**src/hw/rtl/gdg_pkg.sv**
```systemverilog
// Shared types, codes and defaults of the gather descriptor generator.
package gdg_pkg;

  localparam int DIM_WIDTH_DEF    = 16;
  localparam int OFFSET_WIDTH_DEF = 48;

  localparam int INDEX_WIDTH    = 64;
  localparam int CFG_WIDTH      = 16;
  localparam int CFG_ADDR_WIDTH = 3;

  typedef enum logic [CFG_ADDR_WIDTH-1:0] {
    REG_OUTER_COUNT    = 3'd0,
    REG_AXIS_LENGTH    = 3'd1,
    REG_INNER_LENGTH   = 3'd2,
    REG_INDEX_COUNT    = 3'd3,
    REG_NARROW_INDICES = 3'd4
  } reg_addr_t;

  localparam logic [CFG_WIDTH-1:0] OUTER_COUNT_RST  = 16'd1;
  localparam logic [CFG_WIDTH-1:0] AXIS_LENGTH_RST  = 16'd1;
  localparam logic [CFG_WIDTH-1:0] INNER_LENGTH_RST = 16'd1;
  localparam logic [CFG_WIDTH-1:0] INDEX_COUNT_RST  = 16'd1;

  typedef enum logic [1:0] {
    ST_OK    = 2'd0,
    ST_CLAMP = 2'd1,
    ST_EMPTY = 2'd2
  } status_t;

  // Commands from the controller to the datapath.
  typedef struct packed {
    logic accept;    // capture index, form base products, advance counters
    logic sum_en;    // add index and position to the base products
    logic out_load;  // scale by run length into the output register
  } gdg_cmd_t;

endpackage

```
**src/hw/rtl/gdg_ctrl.sv**
```systemverilog
// Controller of the gather descriptor generator: sequencing and handshakes.
module gdg_ctrl (
  input  logic              clk,
  input  logic              rst_n,
  input  logic              in_valid,
  output logic              in_stall,
  output logic              out_valid,
  input  logic              out_stall,
  output gdg_pkg::gdg_cmd_t cmd
);
  import gdg_pkg::*;

  typedef enum logic [1:0] {
    S_IDLE,
    S_SUM,
    S_MUL
  } state_t;

  state_t state_r, state_nxt;
  logic   out_valid_r, out_valid_nxt;
  logic   load_ok;
  logic   take_ok;

  // The output register can be loaded when empty or being taken now.
  assign load_ok  = !out_valid_r || !out_stall;
  assign take_ok  = (state_r == S_IDLE) || ((state_r == S_MUL) && load_ok);
  assign in_stall = !take_ok;

  assign cmd.accept   = in_valid && take_ok;
  assign cmd.sum_en   = (state_r == S_SUM);
  assign cmd.out_load = (state_r == S_MUL) && load_ok;

  assign out_valid = out_valid_r;

  always_comb begin
    state_nxt     = state_r;
    out_valid_nxt = cmd.out_load ? 1'b1 : (out_valid_r && out_stall);
    unique case (state_r)
      S_IDLE: begin
        if (cmd.accept) state_nxt = S_SUM;
      end
      S_SUM: begin
        state_nxt = S_MUL;
      end
      S_MUL: begin
        if (load_ok) state_nxt = cmd.accept ? S_SUM : S_IDLE;
      end
      default: begin
        state_nxt = S_IDLE;
      end
    endcase
  end

  always_ff @(posedge clk) begin
    if (!rst_n) begin
      state_r     <= S_IDLE;
      out_valid_r <= 1'b0;
    end else begin
      state_r     <= state_nxt;
      out_valid_r <= out_valid_nxt;
    end
  end

`ifndef SYNTH
  a_accept_to_sum: assert property (@(posedge clk) disable iff (!rst_n)
    cmd.accept |=> state_r == S_SUM)
    else $error("accepted transaction did not enter the sum step");

  a_sum_to_mul: assert property (@(posedge clk) disable iff (!rst_n)
    state_r == S_SUM |=> state_r == S_MUL)
    else $error("sum step did not advance to the multiply step");

  a_load_in_mul: assert property (@(posedge clk) disable iff (!rst_n)
    cmd.out_load |-> state_r == S_MUL)
    else $error("output loaded outside the multiply step");

  a_valid_after_mul: assert property (@(posedge clk) disable iff (!rst_n)
    $rose(out_valid_r) |-> $past(state_r == S_MUL))
    else $error("result appeared without a multiply step");
`endif

endmodule

```
**src/hw/rtl/gdg_datapath.sv**
```systemverilog
// Datapath of the gather descriptor generator: registers, counters, offsets.
module gdg_datapath #(
  parameter int DIM_WIDTH    = gdg_pkg::DIM_WIDTH_DEF,
  parameter int OFFSET_WIDTH = gdg_pkg::OFFSET_WIDTH_DEF
) (
  input  logic                                clk,
  input  logic                                rst_n,
  input  gdg_pkg::gdg_cmd_t                   cmd,
  input  logic                                cfg_we,
  input  logic [gdg_pkg::CFG_ADDR_WIDTH-1:0]  cfg_addr,
  input  logic [gdg_pkg::CFG_WIDTH-1:0]       cfg_data,
  input  logic signed [gdg_pkg::INDEX_WIDTH-1:0] in_index_value,
  output logic [OFFSET_WIDTH-1:0]             out_source_offset,
  output logic [OFFSET_WIDTH-1:0]             out_dest_offset,
  output logic [1:0]                          out_status,
  output logic                                out_last_item
);
  import gdg_pkg::*;

  localparam int PW = DIM_WIDTH + CFG_WIDTH;      // base product width
  localparam int SW = PW + 1;                     // base plus offset
  localparam int CW = (DIM_WIDTH > CFG_WIDTH) ? DIM_WIDTH : CFG_WIDTH;
  localparam int MW = OFFSET_WIDTH + CFG_WIDTH;   // scaled product width

  // Configuration registers.
  logic [CFG_WIDTH-1:0] outer_count_r, axis_length_r, inner_length_r, index_count_r;
  logic                 narrow_r;

  // Position counters.
  logic [DIM_WIDTH-1:0] outer_pos_r, outer_pos_nxt;
  logic [DIM_WIDTH-1:0] index_pos_r, index_pos_nxt;

  // First stage.
  logic [PW-1:0]        base_src_r, base_dst_r;
  logic [CFG_WIDTH-1:0] idx_r, idx_nxt;
  logic [DIM_WIDTH-1:0] pos_r;
  status_t              st1_r, st1_nxt;
  logic                 last1_r, last1_nxt;

  // Second stage.
  logic [OFFSET_WIDTH-1:0] sum_src_r, sum_dst_r;
  status_t                 st2_r;
  logic                    last2_r;

  // Output register.
  logic [OFFSET_WIDTH-1:0] src_r, dst_r;
  status_t                 st_out_r;
  logic                    last_out_r;

  logic signed [INDEX_WIDTH-1:0] idx_sel, idx_adj;
  logic [CFG_WIDTH-1:0]          ocnt, icnt;
  logic                          idx_end, out_end;
  logic [SW-1:0]                 sum_src, sum_dst;
  logic [MW-1:0]                 mul_src, mul_dst;

  always_ff @(posedge clk) begin
    if (!rst_n) begin
      outer_count_r  <= OUTER_COUNT_RST;
      axis_length_r  <= AXIS_LENGTH_RST;
      inner_length_r <= INNER_LENGTH_RST;
      index_count_r  <= INDEX_COUNT_RST;
      narrow_r       <= 1'b0;
    end else if (cfg_we) begin
      unique case (cfg_addr)
        REG_OUTER_COUNT:    outer_count_r  <= cfg_data;
        REG_AXIS_LENGTH:    axis_length_r  <= cfg_data;
        REG_INNER_LENGTH:   inner_length_r <= cfg_data;
        REG_INDEX_COUNT:    index_count_r  <= cfg_data;
        REG_NARROW_INDICES: narrow_r       <= cfg_data[0];
        default:            ;
      endcase
    end
  end

  // Normalize the index: add the axis length if negative, clamp if outside.
  always_comb begin
    idx_sel = narrow_r ? {{32{in_index_value[31]}}, in_index_value[31:0]}
                       : in_index_value;
    idx_adj = idx_sel[INDEX_WIDTH-1]
            ? idx_sel + $signed({{(INDEX_WIDTH-CFG_WIDTH){1'b0}}, axis_length_r})
            : idx_sel;
    idx_nxt = '0;
    st1_nxt = ST_OK;
    if (axis_length_r == '0) begin
      st1_nxt = ST_EMPTY;
    end else if (idx_adj[INDEX_WIDTH-1] ||
                 (idx_adj >= $signed({{(INDEX_WIDTH-CFG_WIDTH){1'b0}}, axis_length_r}))) begin
      st1_nxt = ST_CLAMP;
    end else begin
      idx_nxt = idx_adj[CFG_WIDTH-1:0];
    end
  end

  // A zero count acts as one; a counter at or past its count minus one is at its end.
  always_comb begin
    ocnt      = (outer_count_r == '0) ? CFG_WIDTH'(1) : outer_count_r;
    icnt      = (index_count_r == '0) ? CFG_WIDTH'(1) : index_count_r;
    idx_end   = CW'(index_pos_r) >= CW'(icnt - CFG_WIDTH'(1));
    out_end   = CW'(outer_pos_r) >= CW'(ocnt - CFG_WIDTH'(1));
    last1_nxt = idx_end && out_end;
    if (idx_end) begin
      index_pos_nxt = '0;
      outer_pos_nxt = out_end ? '0 : outer_pos_r + DIM_WIDTH'(1);
    end else begin
      index_pos_nxt = index_pos_r + DIM_WIDTH'(1);
      outer_pos_nxt = outer_pos_r;
    end
  end

  always_ff @(posedge clk) begin
    if (!rst_n) begin
      outer_pos_r <= '0;
      index_pos_r <= '0;
    end else if (cmd.accept) begin
      outer_pos_r <= outer_pos_nxt;
      index_pos_r <= index_pos_nxt;
    end
  end

  always_ff @(posedge clk) begin
    if (cmd.accept) begin
      base_src_r <= PW'(outer_pos_r) * PW'(axis_length_r);
      base_dst_r <= PW'(outer_pos_r) * PW'(index_count_r);
      idx_r      <= idx_nxt;
      pos_r      <= index_pos_r;
      st1_r      <= st1_nxt;
      last1_r    <= last1_nxt;
    end
  end

  assign sum_src = SW'(base_src_r) + SW'(idx_r);
  assign sum_dst = SW'(base_dst_r) + SW'(pos_r);

  always_ff @(posedge clk) begin
    if (cmd.sum_en) begin
      sum_src_r <= OFFSET_WIDTH'(sum_src);
      sum_dst_r <= OFFSET_WIDTH'(sum_dst);
      st2_r     <= st1_r;
      last2_r   <= last1_r;
    end
  end

  assign mul_src = MW'(sum_src_r) * MW'(inner_length_r);
  assign mul_dst = MW'(sum_dst_r) * MW'(inner_length_r);

  // Offsets wrap to the offset width; an empty axis gives no copy.
  always_ff @(posedge clk) begin
    if (cmd.out_load) begin
      src_r      <= (st2_r == ST_EMPTY) ? '0 : mul_src[OFFSET_WIDTH-1:0];
      dst_r      <= (st2_r == ST_EMPTY) ? '0 : mul_dst[OFFSET_WIDTH-1:0];
      st_out_r   <= st2_r;
      last_out_r <= last2_r;
    end
  end

  assign out_source_offset = src_r;
  assign out_dest_offset   = dst_r;
  assign out_status        = st_out_r;
  assign out_last_item     = last_out_r;

endmodule

```
**src/hw/rtl/gather_descriptor_generator_unit.sv**
```systemverilog
// Top level of the gather descriptor generator: controller plus datapath.
//
// Usage: one signed gather index enters per in_ transaction, in outer-major
// order, the whole index list resent once for each outer slice. For each
// index one out_ transaction carries the source and destination element
// offsets of a run of inner_length elements, a status code (ok, clamped,
// empty axis) and a flag on the last index of the last outer slice.
// Steps: the edge that accepts an index normalizes it and registers the base
// products, the add step then adds index and position, and the multiply step
// scales by the run length into the output register.
// Flow: an index is taken while idle or in the same cycle that the output
// register is reloaded, so the next index waits for the add and the scaling
// multiply of the one before it.
// Stall: while out_stall holds a result, the finished next result waits in
// the multiply step and in_stall rises; nothing is lost or repeated.
// Configuration: cfg_ready is always high; write registers only while idle.
// Reset (rst_n low, synchronous): counters go to zero, registers to their
// defaults, all stages empty.
module gather_descriptor_generator_unit #(
  parameter int DIM_WIDTH    = gdg_pkg::DIM_WIDTH_DEF,
  parameter int OFFSET_WIDTH = gdg_pkg::OFFSET_WIDTH_DEF
) (
  input  logic                                   clk,
  input  logic                                   rst_n,
  input  logic                                   in_valid,
  output logic                                   in_stall,
  input  logic signed [gdg_pkg::INDEX_WIDTH-1:0] in_index_value,
  output logic                                   out_valid,
  input  logic                                   out_stall,
  output logic [OFFSET_WIDTH-1:0]                out_source_offset,
  output logic [OFFSET_WIDTH-1:0]                out_dest_offset,
  output logic [1:0]                             out_status,
  output logic                                   out_last_item,
  input  logic                                   cfg_valid,
  output logic                                   cfg_ready,
  input  logic [gdg_pkg::CFG_ADDR_WIDTH-1:0]     cfg_addr,
  input  logic [gdg_pkg::CFG_WIDTH-1:0]          cfg_data
);
  import gdg_pkg::*;

  gdg_cmd_t cmd;

  assign cfg_ready = 1'b1;

  gdg_ctrl u_ctrl (
    .clk       (clk),
    .rst_n     (rst_n),
    .in_valid  (in_valid),
    .in_stall  (in_stall),
    .out_valid (out_valid),
    .out_stall (out_stall),
    .cmd       (cmd)
  );

  gdg_datapath #(
    .DIM_WIDTH    (DIM_WIDTH),
    .OFFSET_WIDTH (OFFSET_WIDTH)
  ) u_datapath (
    .clk               (clk),
    .rst_n             (rst_n),
    .cmd               (cmd),
    .cfg_we            (cfg_valid && cfg_ready),
    .cfg_addr          (cfg_addr),
    .cfg_data          (cfg_data),
    .in_index_value    (in_index_value),
    .out_source_offset (out_source_offset),
    .out_dest_offset   (out_dest_offset),
    .out_status        (out_status),
    .out_last_item     (out_last_item)
  );

endmodule

```
**config.mk**
```make
export PLATFORM = sky130hd
export DESIGN_NAME = gather_descriptor_generator_unit
export DESIGN_NICKNAME = d
export VERILOG_FILES = /design/src/hw/rtl/gdg_pkg.sv /design/src/hw/rtl/gdg_ctrl.sv /design/src/hw/rtl/gdg_datapath.sv /design/src/hw/rtl/gather_descriptor_generator_unit.sv
export SDC_FILE = /design/constraint.sdc
export NUM_CORES = 2
export LEC_CHECK = 0
export BUFFER_PORTS_ARGS = -buffer_cell sky130_fd_sc_hd__buf_2
export CAP_MARGIN = 0
export CORE_MARGIN = 2
export CORE_UTILIZATION = 55
export CTS_BUF_LIST = sky130_fd_sc_hd__clkbuf_8
export DETAILED_ROUTE_END_ITERATION = 8
export GPL_TIMING_DRIVEN = 1
export PLACE_DENSITY = 0.75
export SLEW_MARGIN = 10
export SYNTH_ARGS = -nofsm -noshare
export SYNTH_HDL_FRONTEND = slang
export SYNTH_SLANG_ARGS = --single-unit
```
**constraint.sdc**
```tcl
create_clock -name clk -period 14.2 [get_ports clk]
set_input_delay 3.55 -clock clk [delete_from_list [all_inputs] [get_ports clk]]
set_output_delay 3.55 -clock clk [all_outputs]
set_load 0.1 [all_outputs]
```
# After elaboration in Yosys (flattened, before gate mapping)
# Index checks and enable logic that the tools add are counted.
# W data, S select, Z words.
# classes
mul	4
bitwise_logic	0
add_sub_neg	7
div_mod_pow	0
muxes	12
eq_ne	9
order_cmp	3
n_reduce_logical	23
shift	0
# ops
operator	n
$mux W64	2
$mul A33 B16 Y48	2
$add A32 B16 Y33	2
$add A64 B17 Y64	1
$ge A64 B17 Y1	1
$mul A16 B16 Y32	2
$mux W16	4
$logic_not A16 Y1	3
$add A16 B1 Y16 const B	2
$ge A16 B16 Y1	2
$sub A16 B1 Y16 const B	2
$reduce_and A2 Y1	7
$eq A3 B2 Y1 const B	2
$pmux W2 S3	1
$eq A2 B2 Y1 const B	2
$logic_and A1 B1 Y1	4
$mux W2	2
$ne A2 B1 Y1 const B	2
$eq A3 B1 Y1 const B	1
$eq A3 B3 Y1 const B	1
$logic_not A1 Y1	3
$logic_not A3 Y1	1
$logic_or A1 B1 Y1	3
$mux W1	3
other kinds (3)	3
# word_totals
mem_bits_ro	0
regBits	367
mem_count	0
ramBits	0
latchBits	0
input_bits	88
word_cells	81

# Logic depth before layout (Yosys ltp)
# depth
depth_word	8
mapped_depth	27

# Hierarchy
# Synthesis repeated with hierarchy kept, for this count alone.
# hier_totals
hier_cells	7615
area_unflattened_um2	68483.2
# modules_own_cells
mod	cells_each	seq_area_each_um2	area_per_inst_um2	n_inst
gdg_datapath	7598	9959.6	68326.8	1
gdg_ctrl	15	60.1	145.1	1
gather_descriptor_generator_unit	2	0.0	11.3	1

# Worst setup path after synthesis
# No wires, ideal clock.
# synth_path
kind	input port to flip-flop
start	input out_stall
end	register u_datapath.dst_r[0], in the netlist u_datapath.out_dest_offset[0] (enable)
path_buffers	0
required_time_ps	13610
cell_stages	1
t_arrival_ps	8226
path_slack_ps	5384
cell_sequence	a21oi_1
# synth_between
elab_chain_cells	3
# synth_lines
item	line_no	rtl
from (decl)	gather_descriptor_generator_unit.sv:29	input logic out_stall,
$logic_not A1 Y1	gdg_ctrl.sv:25	assign load_ok = !out_valid_r || !out_stall;
$logic_or A1 B1 Y1	gdg_ctrl.sv:25	
$logic_and A1 B1 Y1	gdg_ctrl.sv:31	assign cmd.out_load = (state_r == S_MUL) && load_ok;
to (signal assigned)	gdg_datapath.sv:150	dst_r <= (st2_r == ST_EMPTY) ? '0 : mul_dst[OFFSET_WIDTH-1:0];
to (decl)	gdg_datapath.sv:46	logic [OFFSET_WIDTH-1:0] src_r, dst_r;
# No other way between the ends.
# A chain may end at the register's enable or synchronous reset.

# Worst setup path after layout
# layout_path
start	register u_datapath.inner_length_r[2]
end	register u_datapath.dst_r[44], in the netlist u_datapath.out_dest_offset[44] (data pin)
# layout_between
elab_chain_cells	1
# layout_lines
item	line_no	rtl
from (decl)	gdg_datapath.sv:26	logic [CFG_WIDTH-1:0] outer_count_r, axis_length_r, inner_length_r, index_count_r;
from (signal assigned)	gdg_datapath.sv:67	REG_INNER_LENGTH: inner_length_r <= cfg_data;
$mul A33 B16 Y48	gdg_datapath.sv:144	assign mul_dst = MW'(sum_dst_r) * MW'(inner_length_r);
# No other way between the ends.

==> reports/summary.txt <==
PLACEMENT
---------------------------------------------------------------------------------
HPWL after detailed placement                                           145000 µm
Count of input and output buffers                                             188
Worst slack after detailed placement                                      5.11 ns
Global placer's final weighted congestion                                   0.951

FLOORPLAN
---------------------------------------------------------------------------------
Die Width                                                                  357 µm
# IOs                                                                         190
Die outline height                                                         357 µm
Placeable core area                                                    124000 µm²
Number of rows created at floorplan                                           129
Initial standard-cell utilization of the core                               55.4%
Die Area                                                               127000 µm²

CTS
---------------------------------------------------------------------------------
Hold Buf Count CTS                                                              0
Clk Latency, worst-skew pair                                              0.81 ns
Register clock-pin slew on the reported worst setup and hold paths        0.06 ns
Sinks on Clock Net                                                            367
Number of buffers inserted by post-CTS setup repair                             0
Root buffer cell                                                         clkbuf_8
Number of buffers on the longest clock path                                     3
TritonCTS clock tree                                                         done
TritonCTS Buffers                                                              70
Depth of the CTS H-tree                                                         3
Post-CTS sizing                                                                 0

POWER AND IR DROP
---------------------------------------------------------------------------------
Net Sw Power                                                            0.00137 W
Leakage power figure                                                      34.2 nW
Logic gate share of total power                                             31.4%
Clock Power Share                                                           32.1%
Maximum resistive drop on vdd                                           0.0883 mV
Share of power burned in registers                                          36.5%
Cell internal power dissipation                                         0.00222 W
Fraction of power spent switching nets                                      38.2%
Pwr/cell area                                                         49.9 nW/µm²
Overall power consumption                                               0.00360 W

ROUTING
---------------------------------------------------------------------------------
Average wire length per cell after detail routing                         20.7 µm
Final antenna-violating net count                                               0
Number of DRC markers in iteration 0                                         4318
Vias after detailed routing                                                 53100
First-pass DRT Iterations                                                       7
Number of vias per cell after detailed routing                               5.74
Post-detailed-route DRC marker count                                            0
Routed Wire Length                                                      192000 µm

SYNTHESIS
---------------------------------------------------------------------------------
Synth cell types                                                               85
Number of flops mapped to enable cells by yosys                               267
Number of storage elements in the synthesis netlist                           367
Share of flip-flops with an asynchronous set or reset                          0%
Cells taking the most area after synthesis                           fa_1 37%, edfxtp_1 12%, ha_1 9.9%
Most instantiated flip-flop cell in the synthesis netlist                edfxtp_1
Synth Instances                                                              7584
Avg Synthesized Cell Area                                                9.03 µm²
Cell area after synthesis                                               68500 µm²
Synthesized Nets                                                             9467
Most numerous cell in the Yosys netlist                                     inv_1
Portion of the post-synthesis area used by sequential elements              14.6%
Post-synth top area cell                                                     fa_1
Fraction of synthesized cell area taken by the top area cell type           36.6%
Top cells by count, synth                                            1453 x inv_1, 1270 x nand2_1, 1253 x fa_1
Synth Warn #                                                                    0

WORST SETUP PATH
---------------------------------------------------------------------------------
Kind of critical path                                                flop to flop
Maximum fanout count along the critical path                                   40
CP required                                                              14.70 ns
Element type at the critical path start                                      flop
CP arrival                                                                8.92 ns
Worst R2R Setup Slack                                                     5.78 ns
Kind of end point of the critical path                                       flop

LAYOUT
---------------------------------------------------------------------------------
Fillcell total                                                              10700
Area added between synthesis and finish                                     5.39%
Nets@finish                                                                  9435
Layout cell share with drive strength beyond 1                              5.81%

JOB
---------------------------------------------------------------------------------
Max_cap viols                                                                   0

TIMING
---------------------------------------------------------------------------------
Worst-margin pin slew                                                     1.07 ns
Final sum of negative setup slack                                            0 ns
Worst-case setup margin in the final layout                               5.78 ns
Worst-case hold slack                                                    0.412 ns
Setup violations, final                                                         0
Relative max-transition margin                                              28.5%
Setup Skew                                                              0.0734 ns
Max Clk Rate                                                              119 MHz
Number of hold violations in the final report                                   0
Tcrit/Tclk final                                                            59.3%
Unrepaired setup endpoints after global routing                             false
Max Transition Viols Final                                                      0
Final Critical Period                                                     8.42 ns

WORST HOLD PATH
---------------------------------------------------------------------------------
Class of the tightest hold or removal check                          flop to flop

GLOBAL ROUTE
---------------------------------------------------------------------------------
Number of antenna violations at the first check in global routing               9
Maximum number of pins on one net before global-route repair                   79
Vias in the first global route                                              56500
Global-route congestion overflow total                                          0
GRT Total Usage                                                             30.9%
Wire length of the first global-routing pass                            306000 µm

STATUS
---------------------------------------------------------------------------------
Outcome                                                                 completed

-- metrics by stage --
step                      instances  utilization, %  area, µm²
after floorplan                7584               -      68500
final                          9249            58.4      72200
after CTS                      9246            58.4      72200
after global routing           9248            58.4      72200
after detailed placement       9117            57.2      70700
after global placement         9117            57.2      70700
-- worst max-delay path, stage by stage (launching register included) --
cell      delay (ns)
dfxtp_2         0.84
buf_4           0.59
nand2_1         0.19
fa_1            0.54
fa_1            0.53
fa_1            0.52
inv_1           0.05
fa_1            0.49
fa_1            0.49
inv_1           0.05
fa_1            0.47
inv_1           0.04
ha_1            0.34
a21oi_1         0.17
o21ai_0         0.20
nor3_1          0.18
o21ai_0         0.26
a311o_1         0.45
a211oi_1        0.58
o21ai_0         0.42
a41o_1          0.35
a211oi_1        0.25
nor3_1          0.07
-- power groups by stage --
stage / logic (W) / registers (W) / clock network (W)
after global placement: 0.00109 / 0.00133 / 0
after detailed placement: 0.00112 / 0.00133 / 0
after floorplan: 0.000753 / 0.00135 / 0
final: 0.00113 / 0.00131 / 0.00116
after global routing: 0.00126 / 0.00131 / 0.00122
after CTS: 0.00113 / 0.00131 / 0.00118
-- final timing paths --
| kind | startpoint | to | cells past startpoint |
|---|---|---|---|
| worst max-delay path | u_datapath.inner_length_r[2] | u_datapath.out_dest_offset[44] | 22 |
| worst min-delay path | u_datapath.st1_r[0] | u_datapath.st2_r[0] | 0 |
| worst max register to register | u_datapath.inner_length_r[2] | u_datapath.out_dest_offset[44] | 22 |
| worst min register to register | u_datapath.st1_r[0] | u_datapath.st2_r[0] | 0 |
-- routing by layer --
metal  vias to the layer above  GRT usage (%)  routed length [µm]
li1                      23400              -                   -
met1                     26600           39.2               73700
met2                      2485           51.4               91200
met3                       563           5.51               16700
met4                         8           14.5               10000
met5                         -              0                  51
-- flip-flops by register name, summed over array words and instances, names as in the netlist --
| name | flops |
|---|---|
| u_ctrl.out_valid | 1 |
| u_ctrl.state_r | 2 |
| u_datapath.axis_length_r | 16 |
| u_datapath.base_dst_r | 32 |
| u_datapath.base_src_r | 32 |
| u_datapath.idx_r | 16 |
| u_datapath.index_count_r | 16 |
| u_datapath.index_pos_r | 16 |
| u_datapath.inner_length_r | 16 |
| u_datapath.last1_r | 1 |
| u_datapath.last2_r | 1 |
| u_datapath.narrow_r | 1 |
| u_datapath.out_dest_offset | 48 |
| u_datapath.out_last_item | 1 |
| u_datapath.out_source_offset | 48 |
| u_datapath.out_status | 2 |
| u_datapath.outer_count_r | 16 |
| u_datapath.outer_pos_r | 16 |
| u_datapath.pos_r | 16 |
| u_datapath.st1_r | 2 |
| u_datapath.st2_r | 2 |
| u_datapath.sum_dst_r | 33 |
| u_datapath.sum_src_r | 33 |
-- cell type report --
class | instances | area, µm² | share of cell area [%]
clock buffer | 78 | 1070 | 1.49
tap | 1637 | 2050 | 2.84
clock inverter | 51 | 404 | 0.560
sequential | 367 | 10000 | 13.9
inverter | 1454 | 5460 | 7.56
timing repair buffer | 261 | 1490 | 2.06
antenna | 3 | 7.51 | 0.0104
multi-input combinational | 5398 | 51600 | 71.6
-- kinds of logic after synthesis --
group / synth area share [%]
muxes: 0.163
xor gates and xnor gates: 3.26
and+or+nand+nor: 18.1
DFF: 14.6
AOI/OAI and AO/OA: 7.25
other: 0.00548
buffers and inverters: 10.0
adders and majority gates: 46.5
-- placed cells by master, fill, tap and decap left out, types with 21 or more instances in the layout --
cell,count
edfxtp_1,267
and2_1,587
inv_1,1468
a21oi_1,187
nand2b_1,35
o21ai_0,130
a21o_1,98
and3_1,51
nor2_1,263
nor3_1,71
buf_2,188
a21boi_0,70
nand2_1,1270
o21a_1,25
ha_1,542
or3_1,24
clkbuf_8,78
a31oi_1,21
xnor2_1,156
nand4_1,47
nand3_1,84
xor2_1,99
o21bai_1,27
dfxtp_1,80
fa_1,1253
a211oi_1,47
buf_4,73
nor2b_1,31
(Power assumes the default switching activity.)
